File: src/design/i2cmbe_pkg.sv
// Package for the I2C master byte engine: opcodes, item/result/state
// structs, reset state and the per-phase line drive function.
// No dependencies.
`default_nettype none

package i2cmbe_pkg;

    typedef enum logic [1:0]
    {
        OP_TICK  = 2'd0,  // also the idle code of the active operation
        OP_WRITE = 2'd1,
        OP_READ  = 2'd2,
        OP_STOP  = 2'd3
    } op_t;

    localparam logic [3:0] DATA_BITS  = 4'd8;     // bit_count of the ACK bit
    localparam logic [3:0] STOP_SEG   = 4'd9;     // bit_count of the stop segment
    localparam logic [2:0] PHASE_HIGH = 3'd1;     // SCL-high phase of a bit
    localparam logic [2:0] PHASE_LAST = 3'd2;     // last phase of start / stop
    localparam logic [7:0] MSB_MASK   = 8'h80;

    typedef struct packed
    {
        op_t        opcode;
        logic [7:0] data_byte;
        logic       with_start;
        logic       with_stop;
        logic       send_ack;
        logic       sda_in;
    } item_t;

    typedef struct packed
    {
        logic       scl_out;
        logic       sda_out;
        logic       busy_res;
        logic       done_res;
        logic       ack_received;
        logic [7:0] read_value;
    } res_t;

    typedef struct packed
    {
        logic [2:0] phase_step;
        logic [3:0] bit_count;
        logic [7:0] shift_reg;
        op_t        active_op;
        logic       start_pending;
        logic       stop_pending;
        logic       ack_to_send;
        logic       scl_level;
        logic       sda_level;
        logic       ack_flag;
        logic [7:0] read_result;
    } st_t;

    localparam st_t ST_RESET = '{
        phase_step:    3'd0,
        bit_count:     4'd0,
        shift_reg:     8'h00,
        active_op:     OP_TICK,
        start_pending: 1'b0,
        stop_pending:  1'b0,
        ack_to_send:   1'b0,
        scl_level:     1'b1,
        sda_level:     1'b1,
        ack_flag:      1'b0,
        read_result:   8'h00
    };

    // Line levels for the phase the state points at.
    function automatic st_t drive_phase(st_t s);
        st_t  r;
        logic d;
        r = s;
        d = 1'b1;
        if (s.start_pending)
        begin
            r.scl_level = (s.phase_step < PHASE_LAST);
            r.sda_level = (s.phase_step == 3'd0);
        end
        else if (s.bit_count >= STOP_SEG)
        begin
            r.scl_level = (s.phase_step >= PHASE_HIGH);
            r.sda_level = (s.phase_step >= PHASE_LAST);
        end
        else
        begin
            if (s.active_op == OP_WRITE && s.bit_count < DATA_BITS)
            begin
                d = |(s.shift_reg & MSB_MASK);
            end
            else if (s.active_op == OP_READ && s.bit_count == DATA_BITS)
            begin
                d = !s.ack_to_send;
            end
            r.scl_level = (s.phase_step == PHASE_HIGH);
            r.sda_level = d;
        end
        return r;
    endfunction

endpackage

`default_nettype wire

File: src/design/i2cmbe_in_stage.sv
// Input register stage of the I2C master byte engine.
// Depends on i2cmbe_pkg (item_t).
`default_nettype none

module i2cmbe_in_stage
(
    input  wire logic                clk,
    input  wire logic                rst_n,
    input  wire logic                in_valid,
    output      logic                in_ready,
    input  wire i2cmbe_pkg::item_t   item_in,
    input  wire logic                take,
    output      logic                item_vld,
    output      i2cmbe_pkg::item_t   item_out
);

    logic              vld_reg;
    logic              vld_next;
    i2cmbe_pkg::item_t item_reg;

    assign in_ready = !vld_reg || take;
    assign item_vld = vld_reg;
    assign item_out = item_reg;

    always_comb
    begin
        vld_next = vld_reg;
        if (in_valid && in_ready)
        begin
            vld_next = 1'b1;
        end
        else if (take)
        begin
            vld_next = 1'b0;
        end
    end

    always_ff @(posedge clk or negedge rst_n)
    begin
        if (!rst_n)
        begin
            vld_reg <= 1'b0;
        end
        else
        begin
            vld_reg <= vld_next;
        end
    end

    always_ff @(posedge clk)
    begin
        if (in_valid && in_ready)
        begin
            item_reg <= item_in;
        end
    end

endmodule

`default_nettype wire

File: src/design/i2cmbe_engine.sv
// Bus sequencer of the I2C master byte engine: state registers and the
// one-step next-state logic. Depends on i2cmbe_pkg.
`default_nettype none

module i2cmbe_engine
(
    input  wire logic                clk,
    input  wire logic                rst_n,
    input  wire logic                step_en,
    input  wire i2cmbe_pkg::item_t   item,
    output      i2cmbe_pkg::res_t    res,
    output      i2cmbe_pkg::st_t     st_view
);

    i2cmbe_pkg::st_t st_reg;
    i2cmbe_pkg::st_t st_next;
    logic            done;

    always_comb
    begin
        st_next = st_reg;
        done    = 1'b0;
        if (st_reg.active_op == i2cmbe_pkg::OP_TICK)
        begin
            if (item.opcode != i2cmbe_pkg::OP_TICK)
            begin
                // load a new command and drive its first phase
                st_next.active_op     = item.opcode;
                st_next.phase_step    = 3'd0;
                st_next.bit_count     = (item.opcode == i2cmbe_pkg::OP_STOP)
                                        ? i2cmbe_pkg::STOP_SEG : 4'd0;
                st_next.start_pending = (item.opcode == i2cmbe_pkg::OP_WRITE)
                                        && item.with_start;
                st_next.stop_pending  = (item.opcode != i2cmbe_pkg::OP_STOP)
                                        && item.with_stop;
                st_next.ack_to_send   = (item.opcode == i2cmbe_pkg::OP_READ)
                                        && item.send_ack;
                st_next.shift_reg     = (item.opcode == i2cmbe_pkg::OP_WRITE)
                                        ? item.data_byte : 8'h00;
                st_next = i2cmbe_pkg::drive_phase(st_next);
            end
        end
        else if (item.opcode == i2cmbe_pkg::OP_TICK)
        begin
            if (st_reg.start_pending)
            begin
                st_next.phase_step = st_reg.phase_step + 3'd1;
                if (st_reg.phase_step >= i2cmbe_pkg::PHASE_LAST)
                begin
                    st_next.start_pending = 1'b0;
                    st_next.phase_step    = 3'd0;
                    st_next.bit_count     = 4'd0;
                end
                st_next = i2cmbe_pkg::drive_phase(st_next);
            end
            else if (st_reg.bit_count >= i2cmbe_pkg::STOP_SEG)
            begin
                st_next.phase_step = st_reg.phase_step + 3'd1;
                if (st_reg.phase_step >= i2cmbe_pkg::PHASE_LAST)
                begin
                    // stop finished, lines stay released
                    if (st_reg.active_op == i2cmbe_pkg::OP_READ)
                    begin
                        st_next.read_result = st_reg.shift_reg;
                    end
                    st_next.active_op  = i2cmbe_pkg::OP_TICK;
                    st_next.phase_step = 3'd0;
                    done               = 1'b1;
                end
                else
                begin
                    st_next = i2cmbe_pkg::drive_phase(st_next);
                end
            end
            else if (st_reg.phase_step == i2cmbe_pkg::PHASE_HIGH)
            begin
                // end of SCL high: sample SDA
                if (st_reg.active_op == i2cmbe_pkg::OP_WRITE)
                begin
                    if (st_reg.bit_count == i2cmbe_pkg::DATA_BITS)
                    begin
                        st_next.ack_flag = !item.sda_in;
                    end
                    else
                    begin
                        st_next.shift_reg = {st_reg.shift_reg[6:0], 1'b0};
                    end
                end
                else if (st_reg.active_op == i2cmbe_pkg::OP_READ
                         && st_reg.bit_count < i2cmbe_pkg::DATA_BITS)
                begin
                    st_next.shift_reg = {st_reg.shift_reg[6:0], item.sda_in};
                end
                st_next.phase_step = 3'd0;
                st_next.bit_count  = st_reg.bit_count + 4'd1;
                if (st_reg.bit_count == i2cmbe_pkg::DATA_BITS
                    && !st_reg.stop_pending)
                begin
                    // end without stop: park SCL low, SDA as it was
                    if (st_reg.active_op == i2cmbe_pkg::OP_READ)
                    begin
                        st_next.read_result = st_next.shift_reg;
                    end
                    st_next.active_op = i2cmbe_pkg::OP_TICK;
                    st_next.scl_level = 1'b0;
                    done              = 1'b1;
                end
                else
                begin
                    st_next = i2cmbe_pkg::drive_phase(st_next);
                end
            end
            else
            begin
                st_next.phase_step = i2cmbe_pkg::PHASE_HIGH;
                st_next = i2cmbe_pkg::drive_phase(st_next);
            end
        end
    end

    always_comb
    begin
        res.scl_out      = st_next.scl_level;
        res.sda_out      = st_next.sda_level;
        res.busy_res     = (st_next.active_op != i2cmbe_pkg::OP_TICK);
        res.done_res     = done;
        res.ack_received = st_next.ack_flag;
        res.read_value   = st_next.read_result;
    end

    assign st_view = st_reg;

    always_ff @(posedge clk or negedge rst_n)
    begin
        if (!rst_n)
        begin
            st_reg <= i2cmbe_pkg::ST_RESET;
        end
        else if (step_en)
        begin
            st_reg <= st_next;
        end
    end

endmodule

`default_nettype wire

File: src/design/i2cmbe_out_stage.sv
// Result register of the I2C master byte engine.
// Depends on i2cmbe_pkg (res_t).
`default_nettype none

module i2cmbe_out_stage
(
    input  wire logic               clk,
    input  wire logic               rst_n,
    input  wire logic               load,
    input  wire i2cmbe_pkg::res_t   res_in,
    output      logic               out_valid,
    input  wire logic               out_ready,
    output      logic               can_load,
    output      i2cmbe_pkg::res_t   res_out
);

    logic             vld_reg;
    logic             vld_next;
    i2cmbe_pkg::res_t res_reg;

    assign can_load  = !vld_reg || out_ready;
    assign out_valid = vld_reg;
    assign res_out   = res_reg;

    always_comb
    begin
        vld_next = vld_reg;
        if (load)
        begin
            vld_next = 1'b1;
        end
        else if (out_ready)
        begin
            vld_next = 1'b0;
        end
    end

    always_ff @(posedge clk or negedge rst_n)
    begin
        if (!rst_n)
        begin
            vld_reg <= 1'b0;
        end
        else
        begin
            vld_reg <= vld_next;
        end
    end

    always_ff @(posedge clk)
    begin
        if (load)
        begin
            res_reg <= res_in;
        end
    end

endmodule

`default_nettype wire

File: src/design/i2c_master_byte_engine_core.sv
// I2C master byte engine, top level. out_valid rises after input accept
// (input register, then sequencer step into the result register). Throughput:
// one item per cycle while out_ready does not stall; the single sequencer
// step per item is the only recurrence. Reset (rst_n low, async): idle, SCL
// and SDA released high, ack/read results cleared, both pipeline stages empty.
// Depends on i2cmbe_pkg, i2cmbe_in_stage, i2cmbe_engine, i2cmbe_out_stage.
`default_nettype none

module i2c_master_byte_engine_core
(
    input  wire logic       clk,
    input  wire logic       rst_n,
    // item channel
    input  wire logic       in_valid,
    output      logic       in_ready,
    input  wire logic [1:0] opcode,
    input  wire logic [7:0] data_byte,
    input  wire logic       with_start,
    input  wire logic       with_stop,
    input  wire logic       send_ack,
    input  wire logic       sda_in,
    // result channel
    output      logic       out_valid,
    input  wire logic       out_ready,
    output      logic       scl_out,
    output      logic       sda_out,
    output      logic       busy_res,
    output      logic       done_res,
    output      logic       ack_received,
    output      logic [7:0] read_value
);

    i2cmbe_pkg::item_t item_in;
    i2cmbe_pkg::item_t item_q;
    logic              item_vld;
    logic              can_load;
    logic              step_en;
    i2cmbe_pkg::res_t  res_d;
    i2cmbe_pkg::res_t  res_q;
    i2cmbe_pkg::st_t   st_view;

    always_comb
    begin
        item_in.opcode     = i2cmbe_pkg::op_t'(opcode);
        item_in.data_byte  = data_byte;
        item_in.with_start = with_start;
        item_in.with_stop  = with_stop;
        item_in.send_ack   = send_ack;
        item_in.sda_in     = sda_in;
    end

    // A held item advances the sequencer once the result register can take
    // its result; the input register refills in that same cycle.
    assign step_en = item_vld && can_load;

    i2cmbe_in_stage u_in
    (
        .clk      (clk),
        .rst_n    (rst_n),
        .in_valid (in_valid),
        .in_ready (in_ready),
        .item_in  (item_in),
        .take     (step_en),
        .item_vld (item_vld),
        .item_out (item_q)
    );

    // Sequencer: commands load only when idle, ticks advance one half-bit
    // phase; every item yields exactly one result.
    i2cmbe_engine u_eng
    (
        .clk     (clk),
        .rst_n   (rst_n),
        .step_en (step_en),
        .item    (item_q),
        .res     (res_d),
        .st_view (st_view)
    );

    i2cmbe_out_stage u_out
    (
        .clk       (clk),
        .rst_n     (rst_n),
        .load      (step_en),
        .res_in    (res_d),
        .out_valid (out_valid),
        .out_ready (out_ready),
        .can_load  (can_load),
        .res_out   (res_q)
    );

    assign scl_out      = res_q.scl_out;
    assign sda_out      = res_q.sda_out;
    assign busy_res     = res_q.busy_res;
    assign done_res     = res_q.done_res;
    assign ack_received = res_q.ack_received;
    assign read_value   = res_q.read_value;

    // A completing item always leaves the engine idle.
    a_done_idle: assert property (@(posedge clk) disable iff (!rst_n)
        (out_valid && done_res) |-> !busy_res)
        else $error("done reported while still busy");

    // Idle engine always rests at phase zero.
    a_idle_phase: assert property (@(posedge clk) disable iff (!rst_n)
        (st_view.active_op == i2cmbe_pkg::OP_TICK) |-> (st_view.phase_step == 3'd0))
        else $error("idle with nonzero phase");

    // Only a write can carry a start condition.
    a_start_write: assert property (@(posedge clk) disable iff (!rst_n)
        st_view.start_pending |-> (st_view.active_op == i2cmbe_pkg::OP_WRITE))
        else $error("start pending outside a write");

    // Phase counter never leaves the three-phase range.
    a_phase_range: assert property (@(posedge clk) disable iff (!rst_n)
        step_en |=> (st_view.phase_step <= i2cmbe_pkg::PHASE_LAST))
        else $error("phase out of range");

endmodule

`default_nettype wire
File: config.mk
export PLATFORM = sky130hd
export DESIGN_NAME = i2c_master_byte_engine_core
export DESIGN_NICKNAME = d
export VERILOG_FILES = /design/src/design/i2cmbe_pkg.sv /design/src/design/i2cmbe_in_stage.sv /design/src/design/i2cmbe_engine.sv /design/src/design/i2cmbe_out_stage.sv /design/src/design/i2c_master_byte_engine_core.sv
export SDC_FILE = /design/constraint.sdc
export NUM_CORES = 1
export LEC_CHECK = 0
export BUFFER_PORTS_ARGS = -buffer_cell sky130_fd_sc_hd__buf_4
export CAP_MARGIN = 30
export CORE_UTILIZATION = 64
export CTS_BUF_LIST = sky130_fd_sc_hd__clkbuf_8 sky130_fd_sc_hd__clkbuf_16
export DETAILED_ROUTE_END_ITERATION = 7
export PLACE_DENSITY = 0.85
export SYNTH_ARGS = -nofsm -noshare
export SYNTH_HDL_FRONTEND = slang
export SYNTH_HIERARCHICAL = 1
export SYNTH_SLANG_ARGS = --single-unit
export TNS_END_PERCENT = 30
File: constraint.sdc
create_clock -name clk -period 5.05 [get_ports clk]
set_input_delay 1.01 -clock clk [delete_from_list [all_inputs] [get_ports clk]]
set_output_delay 1.01 -clock clk [all_outputs]
set_load 0.02 [all_outputs]
==> Implementation_results.wiki <==
{| class="wikitable"
! Metric !! Value
|-
| Clk Tree Root Cell || sky130_fd_sc_hd__clkbuf_8
|-
| Placed cells || 423
|-
| Total CTS buffers || 9
|-
| Synth Register Bits || 60
|-
| Total negative slack for setup checks || 0 ns
|-
| Slew @ Worst Pin || ~0.95 ns
|-
| HPWL after detailed placement || ~5.2 mm
|-
| Finish-stage setup viols || 0
|-
| Total length of routed wires || 7.65 mm
|-
| Count of antenna-violating nets left after detailed routing || 0
|-
| Wire length of the first global-routing pass || between 10 and 15 mm
|-
| Net count of the mapped netlist || 378
|-
| Most frequent standard cell in the layout excluding fill and tap cells || sky130_fd_sc_hd__nand2_1
|-
| Cell row count || 26
|-
| Cell Chain, Critical Path || nor2_2, clkinv_1, ha_1, o311ai_0, a21o_1, a32o_1
|-
| Critical path required time || 5.27 ns
|-
| Number of placed I/O pins || 33
|-
| Fraction of the core area covered by cells at the end of the flow || 74.8%
|-
| Kind of launch point of the worst setup path || register
|-
| Fillcell total || around 360
|-
| Worst hold path class || register to register
|-
| Sequential cell area || 1640 µm²
|-
| Std-Cell Core Area || 5170 µm²
|-
| Worst Min Path Start || u_eng/st_view[5]
|-
| Overall fraction of global-route tracks in use || 28.2%
|-
| Areal power density over the cells || about 420 nW/µm²
|-
| Horizontal die dimension || 75.9 µm
|-
| CTS tree || yes
|-
| Number of global-route vias before repair || 2587
|-
| Minimum setup slack after placement || approximately 2.3 ns
|-
| Number of clock sinks || 60
|-
| Leading cell types in the layout, fill and taps excluded || sky130_fd_sc_hd__nand2_1, sky130_fd_sc_hd__buf_4, sky130_fd_sc_hd__dfrtp_1
|-
| Layout cell share with drive strength beyond 1 || about 21%
|-
| Tcrit/Tclk final || 56.0%
|-
| Antenna diode instance count || 0
|-
| Average routed wire per standard cell || 17.4 µm
|-
| Depth of the CTS H-tree || 3
|-
| Final-layout worst hold slack || 0.472 ns
|-
| First-pass iteration count of the detailed router || 5
|-
| Crit end category || register
|-
| Worst vdd ir || ~0.30 mV
|-
| Count of port buffers added during placement || 32
|-
| Crit path from || u_eng/st_view[15]
|-
| Most area-consuming cells after synthesis || sky130_fd_sc_hd__edfxtp_1, sky130_fd_sc_hd__dfrtp_1, sky130_fd_sc_hd__nand2_1, sky130_fd_sc_hd__a22oi_1, sky130_fd_sc_hd__o21ai_0
|-
| Status || finished clean
|-
| Initial standard-cell utilization of the core || 67.6%
|-
| Fraction of the yosys area taken by sequential cells || 46.9%
|-
| Worst stage delay on the critical path || around 0.66 ns
|-
| Post-Synthesis Cells || 353
|-
| Routability congestion estimate || between 0.9 and 1
|-
| Area share of the leading cell type in the synthesized netlist || 23.2%
|-
| Master of the slowest instance on the critical path || sky130_fd_sc_hd__dfrtp_1
|-
| Peak clock frequency supported by timing || 0.354 GHz
|-
| Static Leakage || 1.58 nW
|-
| Warning count from the yosys run || 6
|-
| Clock edge transition at the registers on the reported setup and hold paths || 0.06 ns
|-
| Synthesis-to-finish area growth || 10.7%
|-
| Net count, final || slightly below 400
|-
| Most used DFF post-synth || sky130_fd_sc_hd__dfrtp_1
|-
| Avg Vias per Cell || 6.57
|-
| Maximum clock skew at final layout || around 0.0097 ns
|-
| Vias post-DR || 2884
|-
| Count of flip-flops with a built-in enable after synthesis || 27
|-
| Die ar. || 5760 µm²
|-
| Placement-stage cell area || 3650 µm²
|-
| Unique masters post-synth || around 70
|-
| Mean instance size in the synthesized netlist || 9.91 µm²
|-
| Final period demand of the worst path || 2.83 ns
|-
| Max-slew violation count || 0
|-
| RSZ-0062 raised after global routing || false
|-
| Multi-input combinational cell area || 1630 µm²
|-
| Number of antenna violations at the first check in global routing || 0
|-
| Reported max-cap violation count || 0
|-
| Area of all placed cells without fillers || about 3900 µm²
|-
| Setup repair bufs after CTS || 0
|-
| Worst reg2reg startpoint || u_eng/st_view[15]
|-
| Async set-or-reset flop fraction in the synthesized netlist || 55.0%
|-
| Remaining DRCs || 0
|-
| Crit path max fanout || 25
|-
| Clock tree buffer depth || 2
|-
| Number of hold-repair buffers added at the cts stage || 0
|-
| Later-pin clock latency in the skew report || 0.34 ns
|-
| Sum of overflow across all layers after global routing || 0
|-
| Number of gates given a new drive strength after cts || 0
|-
| Crit Path Class || register to register
|-
| Chip height || about 76 µm
|-
| Normalized max-slew margin || between 30% and 40%
|-
| Final Instance Count excl. Fillers || between 400 and 500
|-
| Maximum number of pins on one net before global-route repair || 34
|-
| Final WS setup || 2.22 ns
|-
| Post-synth top area cell || sky130_fd_sc_hd__edfxtp_1
|-
| Iter 0 DRT Violations || roughly 350
|-
| Final Hold Viols || 0
|-
| Total power after layout || between 1.5 and 2 mW
|-
| Kind of cell with the highest combined delay on the critical path || compound AO/OA/AOI/OAI gates
|-
| Arrival time of the worst setup path || 3.05 ns
|-
| Post-synthesis instance area || 3500 µm²
|-
| Crit path buf inv count || 1
|}
-- registers in the layout, indices dropped and copies added, names as in the netlist --
| register | count |
|---|---|
| u_eng/st_view | 31 |
| u_out/res_out | 13 |
| u_in/item_vld | 1 |
| u_out/out_valid | 1 |
| u_in/item_out | 14 |
-- final timing paths --
check                                         end  slack, ns  cells past startpoint
worst max-delay path            u_eng/st_view[25]       2.22                      6
worst min-delay path             u_eng/st_view[5]       0.47                      2
worst max register to register  u_eng/st_view[25]       2.22                      6
worst min register to register   u_eng/st_view[5]       0.47                      2
max in group asynchronous        u_eng/st_view[9]       4.09                      1
min in group asynchronous       u_eng/st_view[26]       0.62                      1
-- final cells by class --
| cell class | instances | share of cell area (%) |
|---|---|---|
| multi-input combinational | 248 | 42.1 |
| timing repair buffer | 34 | 6.60 |
| tap | 70 | 2.26 |
| clock inverter | 6 | 2.04 |
| inverter | 11 | 1.07 |
| clock buffer | 10 | 3.56 |
| sequential | 60 | 42.4 |
-- report_power, final --
part           internal, mW  switching [mW]  total [mW]
combinational         0.190           0.276       0.466
clock                 0.287           0.179       0.466
sequential            0.581           0.100       0.681
total                  1.06           0.555        1.61
-- logic make-up (layout without fill, tap and decap cells) --
group | after synthesis | after routing | synth area share, %
adders and majority gates | 7 | 7 | 2.50
xor gates and xnor gates | 3 | 3 | 0.751
and+or+nand+nor | 124 | 124 | 18.8
DFF | 60 | 60 | 46.9
buffers and inverters | 45 | 61 | 6.51
AOI/OAI and AO/OA | 103 | 103 | 21.1
muxes | 11 | 11 | 3.43
-- layer usage --
metal / track usage (%) / vias up / wire length (µm)
met5: 0 / - / 0
met2: 42.3 / 164 / 3470
met3: 5.78 / 22 / 703
li1: - / 1318 / -
met4: 14.2 / 0 / 164
met1: 39.1 / 1380 / 3310
-- cells in the mapped netlist (3+ instances only) --
master and n:
sky130_fd_sc_hd__a21oi_1 16, sky130_fd_sc_hd__a221oi_1 5, sky130_fd_sc_hd__a22oi_1 17, sky130_fd_sc_hd__a31oi_1 5, sky130_fd_sc_hd__a32oi_1 3, sky130_fd_sc_hd__buf_2 5, sky130_fd_sc_hd__buf_4 12, sky130_fd_sc_hd__clkbuf_1 15
sky130_fd_sc_hd__dfrtp_1 31, sky130_fd_sc_hd__edfxtp_1 27, sky130_fd_sc_hd__ha_1 7, sky130_fd_sc_hd__inv_1 10, sky130_fd_sc_hd__mux2_2 8, sky130_fd_sc_hd__mux2i_1 3, sky130_fd_sc_hd__nand2_1 44, sky130_fd_sc_hd__nand2b_1 14
sky130_fd_sc_hd__nand3_1 6, sky130_fd_sc_hd__nor2_1 19, sky130_fd_sc_hd__nor2b_1 4, sky130_fd_sc_hd__nor3_1 7, sky130_fd_sc_hd__nor3b_1 3, sky130_fd_sc_hd__o21ai_0 22, sky130_fd_sc_hd__o31ai_1 5, sky130_fd_sc_hd__or3_1 5
sky130_fd_sc_hd__xnor2_1 3
-- worst min-delay path, stage by stage, from the launching register on --
cell and delay [ns]:
sky130_fd_sc_hd__dfrtp_1 0.35, sky130_fd_sc_hd__nand2_1 0.05, sky130_fd_sc_hd__nand2_1 0.05
Power figures use the tool's default switching activity.
